[src/rtl/core/binary_frame_receiver_top_defines.svh]
// Assertion macros shared by the frame receiver RTL.
// Both forms sample on clk and are off while arst_n is low.
`ifndef BINARY_FRAME_RECEIVER_TOP_DEFINES_SVH
`define BINARY_FRAME_RECEIVER_TOP_DEFINES_SVH

`ifndef SYNTHESIS
`define BFR_ASSERT_IMP(name, ante, cons) \
	name: assert property (@(posedge clk) disable iff (!arst_n) (ante) |-> (cons)) \
		else $error("frame receiver check failed");
`define BFR_ASSERT_NXT(name, ante, cons) \
	name: assert property (@(posedge clk) disable iff (!arst_n) (ante) |=> (cons)) \
		else $error("frame receiver check failed");
`else
`define BFR_ASSERT_IMP(name, ante, cons)
`define BFR_ASSERT_NXT(name, ante, cons)
`endif

`endif

[src/rtl/core/bfr_pkg.sv]
`default_nettype none

package bfr_pkg;

	localparam logic [7:0] START_FIRST_RST  = 8'hAA;
	localparam logic [7:0] START_SECOND_RST = 8'h55;
	localparam logic [7:0] MAX_LEN_RST      = 8'd10;

	// a 4-bit byte counter bounds the frame at 15 bytes
	localparam logic [7:0] LEN_CAP = 8'd11;

	localparam logic [7:0] ID_BASE_CONTROL = 8'h01;
	localparam logic [7:0] ID_CTRL_QUERY   = 8'h0E;
	localparam logic [7:0] ID_EXT_DATA     = 8'h09;

	// byte positions within a frame
	localparam logic [3:0] IDX_AFTER_FIRST  = 4'd1;
	localparam logic [3:0] IDX_AFTER_SECOND = 4'd2;
	localparam logic [3:0] HDR_BYTES        = 4'd3;  // two start bytes + length
	localparam logic [3:0] POS_ID           = 4'd3;
	localparam logic [3:0] POS_FIELD0       = 4'd5;
	localparam int         FIELD_CNT        = 4;

	localparam int CFG_IDX_W = 2;

	typedef enum logic [1:0] {
		PH_CLEAR,
		PH_START,
		PH_LEN,
		PH_PAYLOAD
	} phase_t;

	typedef enum logic [CFG_IDX_W-1:0] {
		CFG_START_FIRST,
		CFG_START_SECOND,
		CFG_MAX_LEN
	} cfg_idx_t;

	typedef enum logic [1:0] {
		KIND_OTHER,
		KIND_BASE_CONTROL,
		KIND_CTRL_QUERY,
		KIND_EXT_DATA
	} kind_t;

	typedef struct packed {
		logic [7:0] sb_first;
		logic [7:0] sb_second;
		logic [7:0] max_len;
	} cfg_t;

	typedef struct packed {
		logic               frame_done;
		logic               frame_dropped;
		logic [7:0]         frame_id;
		kind_t              request_kind;
		logic signed [15:0] speed_value;
		logic signed [15:0] radius_value;
		logic [7:0]         ext_flag;
	} res_t;

endpackage

`default_nettype wire

[src/rtl/core/bfr_cfg_regs.sv]
`default_nettype none

module bfr_cfg_regs import bfr_pkg::*; (
	input  wire logic                 clk,
	input  wire logic                 arst_n,
	input  wire logic                 wr_en,
	input  wire logic [CFG_IDX_W-1:0] wr_index,
	input  wire logic [7:0]           wr_data,
	output cfg_t                      cfg
);

	cfg_t cfg_q;

	always_ff @(posedge clk or negedge arst_n) begin
		if (!arst_n) begin
			cfg_q.sb_first  <= START_FIRST_RST;
			cfg_q.sb_second <= START_SECOND_RST;
			cfg_q.max_len   <= MAX_LEN_RST;
		end else if (wr_en) begin
			unique case (cfg_idx_t'(wr_index))
				CFG_START_FIRST:  cfg_q.sb_first  <= wr_data;
				CFG_START_SECOND: cfg_q.sb_second <= wr_data;
				CFG_MAX_LEN:      cfg_q.max_len   <= wr_data;
				default: ;  // unknown index: ignored
			endcase
		end
	end

	assign cfg = cfg_q;

endmodule

`default_nettype wire

[src/rtl/core/bfr_parser.sv]
`default_nettype none

module bfr_parser import bfr_pkg::*; (
	input  wire logic       clk,
	input  wire logic       arst_n,
	input  wire logic       step,
	input  wire logic [7:0] rx_byte,
	input  wire cfg_t       cfg,
	output res_t            res
);

	phase_t                      phase_q, phase_nxt, ph_eff;
	logic [3:0]                  idx_q, idx_nxt, idx_eff;
	logic [7:0]                  plen_q, plen_nxt;
	logic [7:0]                  id_q, id_nxt, id_eff;
	logic [FIELD_CNT-1:0][7:0]   fields_q, fields_nxt, fields_eff;
	logic                        first_q, first_nxt, first_eff;
	logic                        clr, over, last, sf_hit, ss_hit;
	logic                        done, dropped;

	// a pending clear wipes the capture state before this byte is looked at
	assign clr        = (phase_q == PH_CLEAR);
	assign ph_eff     = clr ? PH_START : phase_q;
	assign first_eff  = clr ? 1'b0 : first_q;
	assign idx_eff    = clr ? 4'd0 : idx_q;
	assign id_eff     = clr ? 8'd0 : id_q;
	assign fields_eff = clr ? '0 : fields_q;

	assign sf_hit = (rx_byte == cfg.sb_first);
	assign ss_hit = (rx_byte == cfg.sb_second);
	assign over   = (plen_q > cfg.max_len) || (plen_q > LEN_CAP);
	assign last   = ({5'd0, idx_eff} >= ({1'b0, plen_q} + 9'(HDR_BYTES)));

	always_comb begin
		phase_nxt = ph_eff;
		unique case (ph_eff)
			PH_CLEAR:   phase_nxt = PH_START;
			PH_START:   if (first_eff && ss_hit) phase_nxt = PH_LEN;
			PH_LEN:     phase_nxt = PH_PAYLOAD;
			PH_PAYLOAD: if (over || last) phase_nxt = PH_CLEAR;
			default:    phase_nxt = PH_CLEAR;
		endcase
	end

	always_comb begin
		idx_nxt    = idx_eff;
		plen_nxt   = plen_q;
		id_nxt     = id_eff;
		fields_nxt = fields_eff;
		first_nxt  = first_eff;
		done       = 1'b0;
		dropped    = 1'b0;
		unique case (ph_eff)
			PH_START: begin
				if (!first_eff) begin
					first_nxt = sf_hit;
					idx_nxt   = sf_hit ? IDX_AFTER_FIRST : 4'd0;
				end else begin
					first_nxt = 1'b0;
					idx_nxt   = ss_hit ? IDX_AFTER_SECOND : 4'd0;
				end
			end
			PH_LEN: begin
				plen_nxt = rx_byte;
				idx_nxt  = HDR_BYTES;
			end
			PH_PAYLOAD: begin
				if (idx_eff == POS_ID) id_nxt = rx_byte;
				for (int i = 0; i < FIELD_CNT; i++) begin
					if (idx_eff == POS_FIELD0 + 4'(i)) fields_nxt[i] = rx_byte;
				end
				idx_nxt = idx_eff + 4'd1;
				dropped = over;
				done    = !over && last;
			end
			default: ;
		endcase
	end

	// decode works on the capture including this byte (zero length: id is the checksum)
	always_comb begin
		res               = '0;
		res.frame_done    = done;
		res.frame_dropped = dropped;
		if (done) begin
			res.frame_id = id_nxt;
			priority if (id_nxt == ID_BASE_CONTROL) begin
				res.request_kind = KIND_BASE_CONTROL;
				res.speed_value  = {fields_nxt[1], fields_nxt[0]};
				res.radius_value = {fields_nxt[3], fields_nxt[2]};
			end else if (id_nxt == ID_CTRL_QUERY) begin
				res.request_kind = KIND_CTRL_QUERY;
			end else if (id_nxt == ID_EXT_DATA) begin
				res.request_kind = KIND_EXT_DATA;
				res.ext_flag     = fields_nxt[0];
			end else begin
				res.request_kind = KIND_OTHER;
			end
		end
	end

	always_ff @(posedge clk or negedge arst_n) begin
		if (!arst_n) begin
			phase_q  <= PH_CLEAR;
			idx_q    <= 4'd0;
			plen_q   <= 8'd0;
			id_q     <= 8'd0;
			fields_q <= '0;
			first_q  <= 1'b0;
		end else if (step) begin
			phase_q  <= phase_nxt;
			idx_q    <= idx_nxt;
			plen_q   <= plen_nxt;
			id_q     <= id_nxt;
			fields_q <= fields_nxt;
			first_q  <= first_nxt;
		end
	end

endmodule

`default_nettype wire

[src/rtl/core/binary_frame_receiver_top.sv]
// Byte-serial frame receiver.
// rx channel (rx_valid / rx_stall / rx_byte) takes one received byte per beat.
// res channel (res_valid / res_stall) returns exactly one result beat per byte:
// frame_done or frame_dropped flags plus the decoded id, kind, speed, radius
// and ext flag of a completed frame (all zero otherwise).
// cfg channel (cfg_valid / cfg_ready, cfg_index, cfg_data) writes the two
// start bytes and the payload length limit; cfg_ready is always high. Write
// only while no byte is in flight.
// Throughput is one byte per cycle while res_stall is low: the byte register
// feeds the parse and decode logic, which loads the result register in the
// same cycle. An rx beat reaches res via the byte and result registers.
// When res_stall is high the result register holds; the byte register still
// takes one more byte, and rx_stall rises once both registers are full.
// Reset clears the valid flags of both pipeline registers, restores the default
// configuration (0xAA, 0x55, limit 10) and puts the parser into start-byte search
// with an empty capture.
`default_nettype none

`include "binary_frame_receiver_top_defines.svh"

module binary_frame_receiver_top import bfr_pkg::*; (
	input  wire logic                 clk,
	input  wire logic                 arst_n,
	input  wire logic                 rx_valid,
	output logic                      rx_stall,
	input  wire logic [7:0]           rx_byte,
	output logic                      res_valid,
	input  wire logic                 res_stall,
	output logic                      frame_done,
	output logic                      frame_dropped,
	output logic [7:0]                frame_id,
	output logic [1:0]                request_kind,
	output logic signed [15:0]        speed_value,
	output logic signed [15:0]        radius_value,
	output logic [7:0]                ext_flag,
	input  wire logic                 cfg_valid,
	output logic                      cfg_ready,
	input  wire logic [CFG_IDX_W-1:0] cfg_index,
	input  wire logic [7:0]           cfg_data
);

	cfg_t       cfg;
	res_t       res, res_s2;
	logic       valid_s1, valid_s2;
	logic [7:0] byte_s1;
	logic       s1_open, s2_open, step;

	assign cfg_ready = 1'b1;

	bfr_cfg_regs u_cfg (
		.clk      (clk),
		.arst_n   (arst_n),
		.wr_en    (cfg_valid),
		.wr_index (cfg_index),
		.wr_data  (cfg_data),
		.cfg      (cfg)
	);

	bfr_parser u_parser (
		.clk     (clk),
		.arst_n  (arst_n),
		.step    (step),
		.rx_byte (byte_s1),
		.cfg     (cfg),
		.res     (res)
	);

	assign s2_open  = !valid_s2 || !res_stall;
	assign step     = valid_s1 && s2_open;
	assign s1_open  = !valid_s1 || step;
	assign rx_stall = !s1_open;

	always_ff @(posedge clk or negedge arst_n) begin
		if (!arst_n) begin
			valid_s1 <= 1'b0;
			valid_s2 <= 1'b0;
		end else begin
			if (s1_open) valid_s1 <= rx_valid;
			if (s2_open) valid_s2 <= step;
		end
	end

	always_ff @(posedge clk) begin
		if (rx_valid && s1_open) byte_s1 <= rx_byte;
		if (step) res_s2 <= res;
	end

	assign res_valid     = valid_s2;
	assign frame_done    = res_s2.frame_done;
	assign frame_dropped = res_s2.frame_dropped;
	assign frame_id      = res_s2.frame_id;
	assign request_kind  = res_s2.request_kind;
	assign speed_value   = res_s2.speed_value;
	assign radius_value  = res_s2.radius_value;
	assign ext_flag      = res_s2.ext_flag;

	`BFR_ASSERT_IMP(a_done_drop_excl, valid_s2, !(res_s2.frame_done && res_s2.frame_dropped))
	`BFR_ASSERT_IMP(a_decode_only_done, valid_s2 && !res_s2.frame_done, res_s2.request_kind == KIND_OTHER && res_s2.frame_id == 8'd0)
	`BFR_ASSERT_NXT(a_accept_fills_s1, rx_valid && !rx_stall, valid_s1)
	`BFR_ASSERT_IMP(a_stall_only_full, rx_stall, valid_s1 && valid_s2 && res_stall)

endmodule

`default_nettype wire

[config.mk]
export PLATFORM = sky130hd
export DESIGN_NAME = binary_frame_receiver_top
export DESIGN_NICKNAME = d
export VERILOG_FILES = /design/src/rtl/core/bfr_pkg.sv /design/src/rtl/core/bfr_cfg_regs.sv /design/src/rtl/core/bfr_parser.sv /design/src/rtl/core/binary_frame_receiver_top.sv
export VERILOG_INCLUDE_DIRS = /design/src /design/src/rtl/core
export SDC_FILE = /design/constraint.sdc
export NUM_CORES = 1
export LEC_CHECK = 0
export BUFFER_PORTS_ARGS = -buffer_cell sky130_fd_sc_hd__buf_2
export CORE_UTILIZATION = 40
export CTS_BUF_LIST = sky130_fd_sc_hd__clkbuf_2
export DETAILED_ROUTE_END_ITERATION = 16
export SETUP_SLACK_MARGIN = 0.15
export SYNTH_ARGS = -nofsm -noshare
export SYNTH_HDL_FRONTEND = slang
export SYNTH_SLANG_ARGS = --single-unit
[constraint.sdc]
create_clock -name clk -period 3.9 [get_ports clk]
set_clock_uncertainty 0.05 [all_clocks]
set_input_delay 0 -clock clk [delete_from_list [all_inputs] [get_ports clk]]
set_output_delay 0 -clock clk [all_outputs]
set_load 0.01 [all_outputs]
==> results of run 1 <==
-- cells in the final DEF, fill, tap and decap left out, types with 8 or more instances in the layout --
master / instances
sky130_fd_sc_hd__o21ai_0: 8
sky130_fd_sc_hd__dlygate4sd3_1: 46
sky130_fd_sc_hd__nand2_1: 17
sky130_fd_sc_hd__buf_2: 75
sky130_fd_sc_hd__ha_1: 17
sky130_fd_sc_hd__nand3_1: 11
sky130_fd_sc_hd__clkbuf_2: 18
sky130_fd_sc_hd__a22o_1: 40
sky130_fd_sc_hd__xnor2_1: 8
sky130_fd_sc_hd__and3_1: 39
sky130_fd_sc_hd__mux2_2: 34
sky130_fd_sc_hd__nor3_2: 22
sky130_fd_sc_hd__buf_4: 17
sky130_fd_sc_hd__inv_1: 13
sky130_fd_sc_hd__nor2_1: 17
sky130_fd_sc_hd__edfxtp_1: 60
sky130_fd_sc_hd__dfstp_2: 10
sky130_fd_sc_hd__a21oi_1: 46
sky130_fd_sc_hd__nor3_1: 28
sky130_fd_sc_hd__xor2_1: 10
sky130_fd_sc_hd__dfrtp_1: 71
-- per-stage QoR --
step | hold WS, ns | std cells | total power (uW) | util, % | setup slack (ns)
after floorplan | -0.346 | 546 | 1890 | - | 0.745
after global placement | 0.126 | 819 | 2000 | 45.2 | 0.755
after detailed placement | 0.128 | 819 | 2020 | 45.2 | 0.631
after CTS | 0.00108 | 894 | 2800 | 49.2 | 0.591
after global routing | 0.251 | 898 | 2910 | 49.4 | 0.255
final | 0.315 | 898 | 2780 | 49.4 | 0.568
-- worst max-delay path, stage by stage (launching register included) --
cell                        delay [ns]
sky130_fd_sc_hd__dfrtp_1          0.57
sky130_fd_sc_hd__or2_2            0.24
sky130_fd_sc_hd__nand2_1          0.15
sky130_fd_sc_hd__inv_1            0.11
sky130_fd_sc_hd__ha_1             0.21
sky130_fd_sc_hd__nand3_1          0.13
sky130_fd_sc_hd__nor3_1           0.16
sky130_fd_sc_hd__buf_4            0.20
sky130_fd_sc_hd__mux2_2           0.37
sky130_fd_sc_hd__nand4bb_4        0.43
sky130_fd_sc_hd__buf_4            0.36
sky130_fd_sc_hd__nor3_2           0.21
-- cell usage after synthesis (8+ instances only) --
master and count:
sky130_fd_sc_hd__a21oi_1 46, sky130_fd_sc_hd__a22o_1 40, sky130_fd_sc_hd__and3_1 39, sky130_fd_sc_hd__clkbuf_1 22
sky130_fd_sc_hd__dfrtp_1 71, sky130_fd_sc_hd__dfstp_2 10, sky130_fd_sc_hd__edfxtp_1 60, sky130_fd_sc_hd__ha_1 17
sky130_fd_sc_hd__inv_1 13, sky130_fd_sc_hd__mux2_2 34, sky130_fd_sc_hd__nand2_1 17, sky130_fd_sc_hd__nand3_1 11
sky130_fd_sc_hd__nor2_1 17, sky130_fd_sc_hd__nor3_1 28, sky130_fd_sc_hd__nor3_2 22, sky130_fd_sc_hd__o21ai_0 8
sky130_fd_sc_hd__xnor2_1 8, sky130_fd_sc_hd__xor2_1 10
-- state kept, by name, indices dropped and copies added, names as in the netlist, 2 cells and up --
register	flops
u_parser.fields_q	32
u_cfg.cfg	24
radius_value	16
speed_value	16
byte_s1	8
ext_flag	8
frame_id	8
u_parser.id_q	8
u_parser.plen_q	8
u_parser.idx_q	4
request_kind	2
u_parser.phase_q	2
-- power by group through the flow --
stage	Combinational, uW	Sequential (uW)	Clock, uW
floorplan	152	1740	0
global placement	277	1730	0
detailed placement	286	1730	0
CTS	324	1700	774
global route	356	1710	845
finish	325	1700	757
-- worst paths after layout --
check | start | end | cells after the start
setup / recovery | u_parser.phase_q[1] | radius_value[9] | 11
hold / removal | rx_valid | byte_s1[0] | 3
setup reg to reg | u_parser.phase_q[1] | radius_value[9] | 11
min in group asynchronous | arst_n | u_cfg.cfg[17] | 3
max in group asynchronous | arst_n | u_parser.fields_q[31] | 4
hold reg to reg | valid_s1 | res_valid | 1
-- final cells by class --
type	instances	area (sq um)	share of cell area, %
Sequential cell	141	3840	48.4
Multi-Input combinational cell	356	2590	32.6
Timing Repair Buffer	139	991	12.5
Tap cell	216	270	3.41
Clock inverter	14	103	1.29
Clock buffer	18	90.1	1.14
Inverter	14	52.6	0.662
-- cell families (layout without fill, tap and decap cells) --
family / after synthesis / count (layout) / synth area share [%]
and+or+nand+nor: 175 / 175 / 16.2
DFF: 141 / 141 / 57.6
AOI/OAI and AO/OA: 110 / 110 / 11.0
buffers and inverters: 49 / 185 / 3.67
muxes: 35 / 35 / 5.89
xor gates and xnor gates: 18 / 18 / 2.36
adders and majority gates: 17 / 17 / 3.19
other: 1 / 1 / 0.0562
-- metal layers --
metal | part of all wire [%] | vias up | global-route usage (%)
li1 | - | 2292 | -
met4 | 1.2 | 0 | 5.23
met1 | 45 | 2416 | 25.7
met2 | 49 | 157 | 31.9
met5 | 0 | - | 0
met3 | 5.1 | 20 | 5.21
-- timing repair --
item | in CTS | in global routing
gates resized for setup | 0 | 0
hold buffers | 43 | 4
endpoints found under the hold margin | 124 | 10
==> run summary, run 1 <==
For the standby leakage power, the log shows 0.00343 uW. Sequential cell area fraction in the yosys report: 57.6%. The filler cells instantiated in the layout total 1433. The number of global-route vias before repair was 4879; the detailed-route wire length per cell was 18.1 um. For the number of buffers added by the clock tree synthesis step, the log shows 17. The number of H-tree branching levels is 4. Of all nets on the critical path, the largest fanout is 21. The number of nets handed over by synthesis was 586.

The portion of synthesized cell area occupied by the leading cell type is 27.0%, and the wire length of the first global-routing pass is 26200 um. Setup repair after global routing left no endpoint under its margin. The synthesized netlist contains 50 unique library cells. The run gives 141 as the clock sink total.

For the starting density of the core, the log shows 41.6%. The area overhead of the layout relative to synthesis works out to 18.9%. In the post-synthesis netlist, the biggest area contributors are sky130_fd_sc_hd__edfxtp_1 (27%), sky130_fd_sc_hd__dfrtp_1 (27%), sky130_fd_sc_hd__mux2_2 (5.7%), sky130_fd_sc_hd__a22o_1 (5.2%), sky130_fd_sc_hd__dfstp_2 (3.9%). The pre-antenna-repair detailed-routing pass consisted of 5 iterations. Entering global routing, the biggest net connects 72 pins. Setup total negative slack on the finished layout was measured at 0 ns. The net switching power figure was 755 uW.

Post-route minimum period: 3.33 ns. The floorplan core area came out at 16100 sq um. Worst path arrival time: 3.87 ns. From bottom edge to top edge, the die measures 131 um. The number of setup violations in the final report was 0.

The power density over the cells is 351 nW/um^2. Across the run, the number of max-cap violations was 0. Most common flop cell mapped by yosys: sky130_fd_sc_hd__dfrtp_1. The number of top-level design ports is 78. The worst setup path is captured at a flop.

The area of the die was 17200 sq um; the upper clock frequency limit was 300 MHz. Synthesis produced 546 cells. The global route total overflow came out at 0.

For this block, the routed nets add up to 16200 um of wire. Via count: 4885. At the pin with the least slew margin, the transition time is 0.745 ns. Antenna violation net count after detailed routing: 0.

The clock network burns 27.2% of the power. The number of remaining DRC errors is 0. The final layout contains 709 nets. 0 antenna diodes ended up in the layout.

In this run, the combinational gates consume 11.7% of the power. The number of design-rule violations left by the first detailed-router iteration was 376; the post-detailed-placement cell area was 7250 sq um. CTS placed an instance of sky130_fd_sc_hd__clkbuf_2 at the clock tree root. The cell taking the most area after synthesis is sky130_fd_sc_hd__edfxtp_1. Of all flip-flops after synthesis, the portion carrying an async set or reset was 57.4%. The type of the most critical hold path was in2reg. The flow ran to the end, and the final reports show no timing, DRC or antenna violations. The count of state elements after synthesis works out to 141.

Averaged over all synthesized cells, the footprint is 12.2 sq um. VDD sags by at most 0.250 mV. In this run, flip-flops and latches consume 61.1% of the power.

Headroom to the max-slew limit came out at 50.3%. Global routing used 19.6% of the available tracks across all layers. The count of flip-flops with a built-in enable after synthesis is 60.

The class of the most critical setup path was reg2reg. The clock input transition at the sequential cells of the worst setup and hold paths is 0.19 ns. From left edge to right edge, the die measures 131 um. TritonCTS built the clock tree. Ratio of final minimum period to clock period: 85.4%. The largest buffer count on any clock path is 2, and the layout cell share with drive strength beyond 1 is 28.6%.

Internal power comes to 2030 uW. The number of antenna violations at the first check in global routing was 0; the final hold violation count was 0. For this run, the number of Yosys warnings is 0. The final number of max-transition violations was 0; the number of setup buffers added after CTS was 0. The slack of the worst reg-to-reg path is 0.57 ns. The HPWL reported at the end of detailed placement was 10400 um. Routability-driven placement finished with a final weighted congestion of 0.873. Data on the critical path is required at its endpoint by 4.43 ns.

The initialized floorplan defines 46 standard-cell rows. The worst setup path is launched from a flop. The final design area excluding fillers came out at 7940 sq um.

Of the total power, the share spent switching nets is 27.2%. Port buffering added 76 buffers. The post-synthesis instance area came out at 6670 sq um. The clock insertion delay at the later pin of the skew report was 0.73 ns; the number of vias per cell after detailed routing was 5.44.
Note: power is estimated with default switching activity, not from simulation.
==> inputs of run 2 (changes only) <==
CORE_MARGIN = 4   (was default)
CORE_UTILIZATION = 60   (was 40)
PLACE_DENSITY = 0.82   (was default)
==> run summary, run 2 (synthesis results as in run 1) <==
The flow ran to the end, and the final reports show no timing, DRC or antenna violations. The number of setup buffers added after CTS is 0 (unchanged), and the number of global-route vias before repair is 4885 (+0.12%). The width of the chip was 113 um (-13%); the depth of the worst register-to-register path was 10 (-1).

For the total routed wirelength, the log shows 15800 um (-2.7%). The worst hold path begins at cfg_data[5]. The min-delay analysis places its worst path in the category in2reg.

The run gives 141 (unchanged) as the clock sink total. The logs give 17 (unchanged) for the number of buffers added by the clock tree synthesis step and 7810 sq um (-1.6%) for the final design area excluding fillers. The ratio of final minimum period to clock period was 88.4% (+3.0 points); the detailed-routing wirelength on met1 was 6170 um (-16%). The number of nets in the final layout was 705 (-0.56%); the worst hold slack after final layout was 0.0433 ns (-0.271 ns). By startpoint and endpoint, the worst setup path is classified as reg2reg. For the met2 wirelength from detailed routing, the log shows 7800 um (-1.3%). The run gives 38 (-17%) as the standard-cell row count. The number of remaining DRC errors is 0 (unchanged). The top routing layer in use was met4. The antenna diode instance count is 0 (unchanged). The worst register-to-register path begins at u_parser.phase_q[1]. Combinational share of power: 11.1% (-0.6 points). The tools report the kind of capture point of the worst setup path as a flop. For this design, the slowest cell found on the critical path is sky130_fd_sc_hd__dfrtp_1. The area growth from synthesis to layout is 17.0%.

The global route total overflow was 0 (unchanged). For the number of instances resized during post-cts repair, the log shows 0 (unchanged). The worst setup path is launched from a flop. The tools report the number of H-tree branching levels as 4 (unchanged). For the pin count of the biggest net entering global routing, the log shows 36 (-50%).

The tools report the worst voltage drop across the vdd grid as 0.225 mV (-10%). The number of vias per cell after detailed routing was 6.07 (+12%). The number of antenna violations at the first check in global routing was 0 (unchanged); the number of top-level design ports was 78 (unchanged). Area of the die: 12900 sq um (-25%). The cell sitting at the root of the clock tree is a sky130_fd_sc_hd__clkbuf_2. The count of buffers inserted at the top-level ports was 76 (unchanged). The logs give 25600 um (-2.5%) for the wire length of the first global-routing pass and 3.95 ns (+0.08 ns) for the worst path arrival time.

The amount of wire on met3 after detailed routing came out at 1410 um (+70%). The transition time at the pin with the least slew margin is 0.888 ns (+0.143 ns), and the power density over the cells is 362 nW/um^2 (+3.3%). The overall global routing resource usage is 25.7% (+6.1 points).

The flip-flop count of the largest register after layout was 32 (unchanged). The delay of the slowest cell on the worst path is 0.56 ns (about the same). The standby leakage power is 0.00340 uW (-0.72%). The floorplan core area is 10800 sq um (-32%). The critical path goes through or2_2, nand2_1, inv_1, ha_1, nand3_1, nor3_1, mux2_2, nand4bb_4, buf_4, nor3_1.

The logs give 388 (+3.2%) for the number of design-rule violations left by the first detailed-router iteration and 0 (unchanged) for the final hold violation count. The iteration count of the initial detailed-routing pass was 5 (unchanged). The clock network fraction of design power is 28.4% (+1.2 points). The share of total power consumed by net switching was 26.3% (-0.87 points). The chip height is 113 um (-13%), and the sum of negative setup slack is 0 ns (unchanged). For the cell-internal power, the log shows 2080 uW (+2.9%). The run gives 0 (unchanged) as the number of setup violations in the final report. The detailed-route wire length per cell was 19.3 um (+6.9%). The library cells used most frequently in the layout, excluding fill and tap cells, are sky130_fd_sc_hd__buf_2 (76), sky130_fd_sc_hd__dfrtp_1 (71), sky130_fd_sc_hd__edfxtp_1 (60). The clock input transition at the sequential cells of the worst setup and hold paths is 0.20 ns (about the same), and the HPWL reported at the end of detailed placement is 10200 um (-2.4%). Max-cap violation count: 0 (unchanged). The upper clock frequency limit was 290 MHz (-3.4%). The starting density of the core came out at 61.6% (+20 points).

The layout cell share with drive strength beyond 1 is 28.6% (about the same). Setup repair after global routing left no endpoint under its margin. Leaving out fill and tap cells, the most frequent cell in the layout is sky130_fd_sc_hd__buf_2.

The tools report the register share of total power as 60.5% (-0.6 points). For the post-detailed-placement cell area, the log shows 7160 sq um (-1.3%). The net switching power figure was 743 uW (-1.6%). Register bank with the most flops: u_parser.fields_q. The tools report the antenna violation net count after detailed routing as 0 (unchanged). TritonCTS built the clock tree. The logs give 0.928 (+6.3%) for the routability congestion estimate and 0 (unchanged) for the final number of max-transition violations. The tools report the via count as 4967 (+1.7%). The post-route minimum period was 3.45 ns (+0.117 ns); the largest buffer count on any clock path was 2 (unchanged).

The clock insertion delay at the later pin of the skew report was 0.73 ns (about the same); the data required time at the worst endpoint was 4.40 ns (-0.03 ns). The maximum fanout along the worst path came out at 24 (+14%). The hold-critical path depth came out at 3 (unchanged). The worst setup path startpoint is u_parser.phase_q[1]. The critical path's most frequent cell is sky130_fd_sc_hd__nor3_1.

The run gives 40.3% (-10 points) as the worst-case headroom to the max-slew limit.
run 2: cell types whose count changed in the layout (fill, tap and decap cells not counted), sizes merged:
cell	previous run	this run
bufinv	1	2
clkinvlp	2	4
inv	17	14
dlygate4sd3	46	43
buf	93	92
run 2: per-layer routing:
layer	track usage [%]	vias to the layer above
li1	-	2275
met5	0	-
met2	42.2	250
met3	6.63	41
met1	33.9	2401
met4	7.69	0
run 2: per-stage QoR:
stage	cells	total power, uW	util, %	setup slack [ns]
global placement	743	1990	66.0	0.873
detailed placement	743	2010	66.0	0.573
finish	818	2830	72.0	0.451
global route	818	2950	72.0	0.266
CTS	816	2830	71.8	0.590
floorplan	546	1890	-	0.745
run 2: path summary, 6_finish.rpt:
path | slack (ns) | endpoint
worst max-delay path | 0.45 | speed_value[3]
worst min-delay path | 0.04 | u_cfg.cfg[13]
worst max register to register | 0.45 | speed_value[3]
worst min register to register | 0.47 | u_parser.fields_q[14]
max in group asynchronous | 2.47 | u_parser.fields_q[1]
min in group asynchronous | 0.42 | u_cfg.cfg[20]
run 2: power groups by stage:
stage	combinational, uW	clock (uW)	sequential, uW
4_1_cts	310	811	1710
5_1_grt	345	884	1720
2_1_floorplan	152	0	1740
6_report	315	803	1710
3_3_place_gp	263	0	1730
3_5_place_dp	274	0	1740
run 2: cell type report:
type | count | area, sq um
multi-input combinational | 356 | 2590
clock buffer | 18 | 90.1
inverter | 14 | 52.6
tap | 140 | 175
clock inverter | 14 | 129
fill | 725 | 3030
sequential | 141 | 3840
timing repair buffer | 135 | 931
run 2: what timing repair did:
| item | in CTS | in global routing |
|---|---|---|
| endpoints found under the hold margin | 123 | 3 |
| setup endpoints to repair | 0 | 0 |
| hold buffers | 41 | 2 |
run 2: critical path, delay by kind of cell (launching register included):
family / cells / cell delay (ns)
and+or+nand+nor: 6 / 1.64
adders and majority gates: 1 / 0.23
muxes: 1 / 0.41
DFF: 1 / 0.56
buffers and inverters: 2 / 0.37
